==> src/design/mnu_pkg.sv <==
// types and fixed constants of the min-max normalize and upscale unit
// no dependencies
`timescale 1ns / 1ps
`default_nettype none

package mnu_pkg;

    typedef struct packed {
        logic               opcode;
        logic signed [15:0] sample;
    } in_item_t;

    typedef struct packed {
        logic [7:0] pixel_byte;
        logic       frame_end;
    } out_item_t;

    localparam logic OP_LOAD = 1'b0;
    localparam logic OP_PULL = 1'b1;

    localparam logic [1:0] REG_COLS  = 2'd0;
    localparam logic [1:0] REG_ROWS  = 2'd1;
    localparam logic [1:0] REG_SCALE = 2'd2;
    localparam logic [1:0] REG_COLOR = 2'd3;

    localparam int NUM_W  = 31;
    localparam int DEN_W  = 23;
    localparam int QUOT_W = 8;
    localparam int LIN_W  = 21;
    localparam int ADDR_W = 23;

    localparam logic [NUM_W-1:0] NUM_GAIN = 31'd25499;
    localparam logic [DEN_W-1:0] DEN_GAIN = 23'd100;
    localparam logic [7:0]       BYTE_MAX = 8'd254;
    localparam logic [10:0]      DIM_MAX  = 11'd1024;

    function automatic logic [10:0] clamp_dim(input logic [10:0] v);
        logic [10:0] r;
        if (v == 11'd0)
        begin
            r = 11'd1;
        end
        else if (v > DIM_MAX)
        begin
            r = DIM_MAX;
        end
        else
        begin
            r = v;
        end
        return r;
    endfunction

endpackage

`default_nettype wire

==> src/design/mnu_div.sv <==
// restoring divider, one quotient bit per cycle
// depends on mnu_pkg
`timescale 1ns / 1ps
`default_nettype none

module mnu_div (
    input  wire logic                      clk,
    input  wire logic                      rst_n,
    input  wire logic                      start,
    input  wire logic [mnu_pkg::NUM_W-1:0] num,
    input  wire logic [mnu_pkg::DEN_W-1:0] den,
    output logic                           done,
    output logic [mnu_pkg::QUOT_W-1:0]     quot
);

    import mnu_pkg::*;

    logic [NUM_W-1:0]  rem_reg;
    logic [NUM_W-1:0]  dsh_reg;
    logic [QUOT_W-1:0] q_reg;
    logic [2:0]        cnt_reg;
    logic              busy_reg;
    logic              done_reg;
    logic              fit;

    assign fit  = rem_reg >= dsh_reg;
    assign done = done_reg;
    assign quot = q_reg;

    always_ff @(posedge clk or negedge rst_n)
    begin
        if (!rst_n)
        begin
            busy_reg <= 1'b0;
            done_reg <= 1'b0;
            cnt_reg  <= 3'd0;
        end
        else
        begin
            done_reg <= busy_reg && (cnt_reg == 3'd0);
            if (start)
            begin
                busy_reg <= 1'b1;
                cnt_reg  <= 3'd7;
            end
            else if (busy_reg)
            begin
                cnt_reg <= cnt_reg - 3'd1;
                if (cnt_reg == 3'd0)
                begin
                    busy_reg <= 1'b0;
                end
            end
        end
    end

    always_ff @(posedge clk)
    begin
        if (start)
        begin
            rem_reg <= num;
            dsh_reg <= NUM_W'({den, 7'b0});
            q_reg   <= '0;
        end
        else if (busy_reg)
        begin
            if (fit)
            begin
                rem_reg <= rem_reg - dsh_reg;
            end
            q_reg   <= {q_reg[QUOT_W-2:0], fit};
            dsh_reg <= dsh_reg >> 1;
        end
    end

endmodule

`default_nettype wire

==> config.mk <==
export PLATFORM = sky130hd
export DESIGN_NAME = mnu_div
export DESIGN_NICKNAME = d
export VERILOG_FILES = /design/src/design/mnu_pkg.sv /design/src/design/mnu_div.sv
export SDC_FILE = /design/constraint.sdc
export NUM_CORES = 1
export LEC_CHECK = 0
export BUFFER_PORTS_ARGS = -buffer_cell sky130_fd_sc_hd__buf_2
export CAP_MARGIN = 10
export CORE_MARGIN = 2
export CORE_UTILIZATION = 50
export CTS_CLUSTER_SIZE = 14
export DETAILED_ROUTE_END_ITERATION = 10
export GPL_ROUTABILITY_DRIVEN = 0
export HOLD_SLACK_MARGIN = 0.06
export PLACE_DENSITY = 0.71
export SLEW_MARGIN = 5
export SYNTH_ARGS = -nofsm -noshare
export SYNTH_HDL_FRONTEND = slang
export SYNTH_SLANG_ARGS = --single-unit
==> constraint.sdc <==
create_clock -name clk -period 6 [get_ports clk]
set_input_delay 1.5 -clock clk [delete_from_list [all_inputs] [get_ports clk]]
set_output_delay 1.5 -clock clk [all_outputs]
set_load 0.005 [all_outputs]
==> reports/results.txt <==
Yosys top cell area share: 32.8%
Worst path slowest cell: a31oi_4
Worst-Skew Late Latency: 0.36 ns
Final Hold Fails: 0
Rel. slew slack: 26.4%
Final Cycle Share: 60.4%
Cell count after synthesis: 565
Diode count: 0
Final worst path period need: 3.63 ns
RSZ-0062 raised after global routing: no
Synth area leader: edfxtp_1
WL final: 10.5 mm
Initial core utilization: 51.1%
Overall global routing resource usage: 20.6%
Worst path depth: 8
Io pins: 66
Row count: 36
Gr busiest metal: met2
1st-iter DRT viols: 210
Worst Tran Pin Value: 1.10 ns
Peak supply drop: 0.000158 V
Core ar.: 0.00968 mm²
EDFF count, synth: 54
Port Buffers: 65
Critical path class: reg -> reg
Crit path required time: 5.98 ns
CP Data Arrival Time: 3.61 ns
# resized after CTS: 0
Vias: 4141
Distinct cells, synth: 56
Max reg flops: 31
Seq/Total Area, Yosys: 41.4%
Seq cells post-synth: 74
Crit-path max cell delay: 0.89 ns
Die span in y: 103 µm
Worst reg2reg path depth: 8
Area Overhead vs Synth: 11.9%
FF-to-FF setup slack: 2.37 ns
Met2 Track Usage GR: 32.6%
Vias in the first global route: 3876
Final hold slack: 0.505 ns
First-pass GRT wire length: 17.3 mm
Finished Core Util: 57.1%
Pwr dens: 472 mW/mm²
Share of cells above drive strength 1: 16.3%
Avg Inst Size Synth: 8.75 µm²
P_leak: 2.47 nW
Synth Warn #: 0
Clk sinks: 74
Worst setup margin: 2.37 ns
Setup Buffers After CTS: 0
CTS Hold Bufs: 0
Synth area leaders: edfxtp_1, ha_1, nand2_1, o21ai_0, dfxtp_1
Grt met3 use: 4.77%
Largest net degree at the start of global routing: 67
CP delay by family, top: compound AO/OA/AOI/OAI gates
WHS Path Cells: 1
Max Slew Vio Count: 0
Type of element launching the critical path: flop
Setup skew after layout: 0.00904 ns
Residual DRC: 0
Worst-path clk slew: 0.08 ns
CTS buffer count: 9
GRT overflow: 0
Drt via density: 5.54
CTS tree: done
Die area: 0.0107 mm²
Max FO, Critical Path: 31
CP endpoint kind: flop
Status: finished, final reports clean
Ys flop type: edfxtp_1
Commonest non-fill, non-tap cell in the layout: nand2_1
Initial antenna violation count: 0
Placed insts: 732
Wire per inst: 14.1 µm
CTS root buffer: clkbuf_8
CP cell instances: ha_1, nor2b_1, o2111ai_1, a21oi_1, o21a_2, o21ai_2, or4b_4, a31oi_4
DIE WIDTH: 103 µm
Setup TNS: 0 ns
Leading cell types in the layout, fill and taps excluded: nand2_1, o21ai_0, buf_2, edfxtp_1, inv_1
Post-route antenna net violation count: 0
Mapped Nets: 655
Setup Viol. Count Final: 0
HP Class: reg -> reg
Worst path bufs/invs: 0
Fin cells: 748
Syn Std Cell Area: 0.00495 mm²
Fmax achieved: 0.276 GHz
Setup WS pre-CTS: 2.24 ns
Final nets: 700
Post-synth ARST share: 6.76%
Max H-tree Level: 3
Max Cap Violations: 0
DP Wirelength: 7.64 mm
Pre-antenna DRT Iters: 5
Maximum clock path buffer count: 2
Met1 track demand over resource: 27.4%
-- area by class of cell --
| class | count | area, µm² |
|---|---|---|
| flip-flops and latches | 74 | 2050 |
| well taps | 133 | 166 |
| inverters | 42 | 158 |
| clock inverters | 7 | 77.6 |
| multi-input cells | 416 | 2620 |
| clock buffers | 9 | 124 |
| repair buffers | 67 | 343 |
| fillers | 910 | 4150 |
-- logic make-up after synthesis --
group                    count (synthesis)  synth area share, %
AND/OR/NAND/NOR                        180                 16.2
multiplexers                            19                 3.95
adder cells (fa/ha/maj)                 33                 8.50
buffers and inverters                   75                 6.00
flip-flops                              74                 41.4
AO/OA/AOI/OAI                          157                 19.2
XOR/XNOR                                27                 4.78
-- per-stage QoR --
| stage | instance area [µm²] | power (mW) |
|---|---|---|
| after floorplan | 4950 | 1.91 |
| after global placement | 5330 | 2.17 |
| after detailed placement | 5330 | 2.20 |
| after CTS | 5530 | 2.61 |
| after global routing | 5530 | 2.82 |
| final | 5530 | 2.61 |
-- metal layers --
metal / up-vias / wire [µm]
li1: 2074 / -
met1: 1916 / 4910
met2: 130 / 4840
met3: 21 / 588
met4: 0 / 198
met5: - / 0
-- path summary, 6_finish.rpt --
path                             from          end
setup / recovery           rem_reg[1]  rem_reg[24]
hold reg to reg            cnt_reg[2]         done
hold / removal             cnt_reg[2]         done
max in group asynchronous       rst_n   cnt_reg[0]
setup reg to reg           rem_reg[1]  rem_reg[24]
min in group asynchronous       rst_n         done
-- cell usage after synthesis (2+ instances only) --
cell and count:
a21o_1 10, o21ai_0 65, and3_1 3, or3_1 3
nor3b_1 3, dfrtp_1 5, nor2b_1 4, o211ai_1 5
o21bai_1 9, and2_1 2, buf_2 9, inv_1 42
mux2i_1 15, a211oi_1 2, nor3_1 5, o221a_2 2
a31oi_1 8, nand2b_1 2, o21ai_1 2, nor2_1 37
nand2_1 101, o21a_1 2, edfxtp_1 54, xor2_1 8
clkbuf_1 22, ha_1 32, mux2_2 4, nand4_1 11
nand2_2 3, dfxtp_1 15, o221ai_1 2, a211o_1 2
xnor2_1 19, a21boi_0 2, a21oi_1 34
-- report_power, final --
| part | switching, mW | total (mW) | internal (mW) |
|---|---|---|---|
| clock network | 0.203 | 0.399 | 0.195 |
| logic | 0.840 | 1.42 | 0.584 |
| registers | 0.0537 | 0.790 | 0.736 |
| total | 1.10 | 2.61 | 1.52 |
Power figures use the tool's default switching activity.
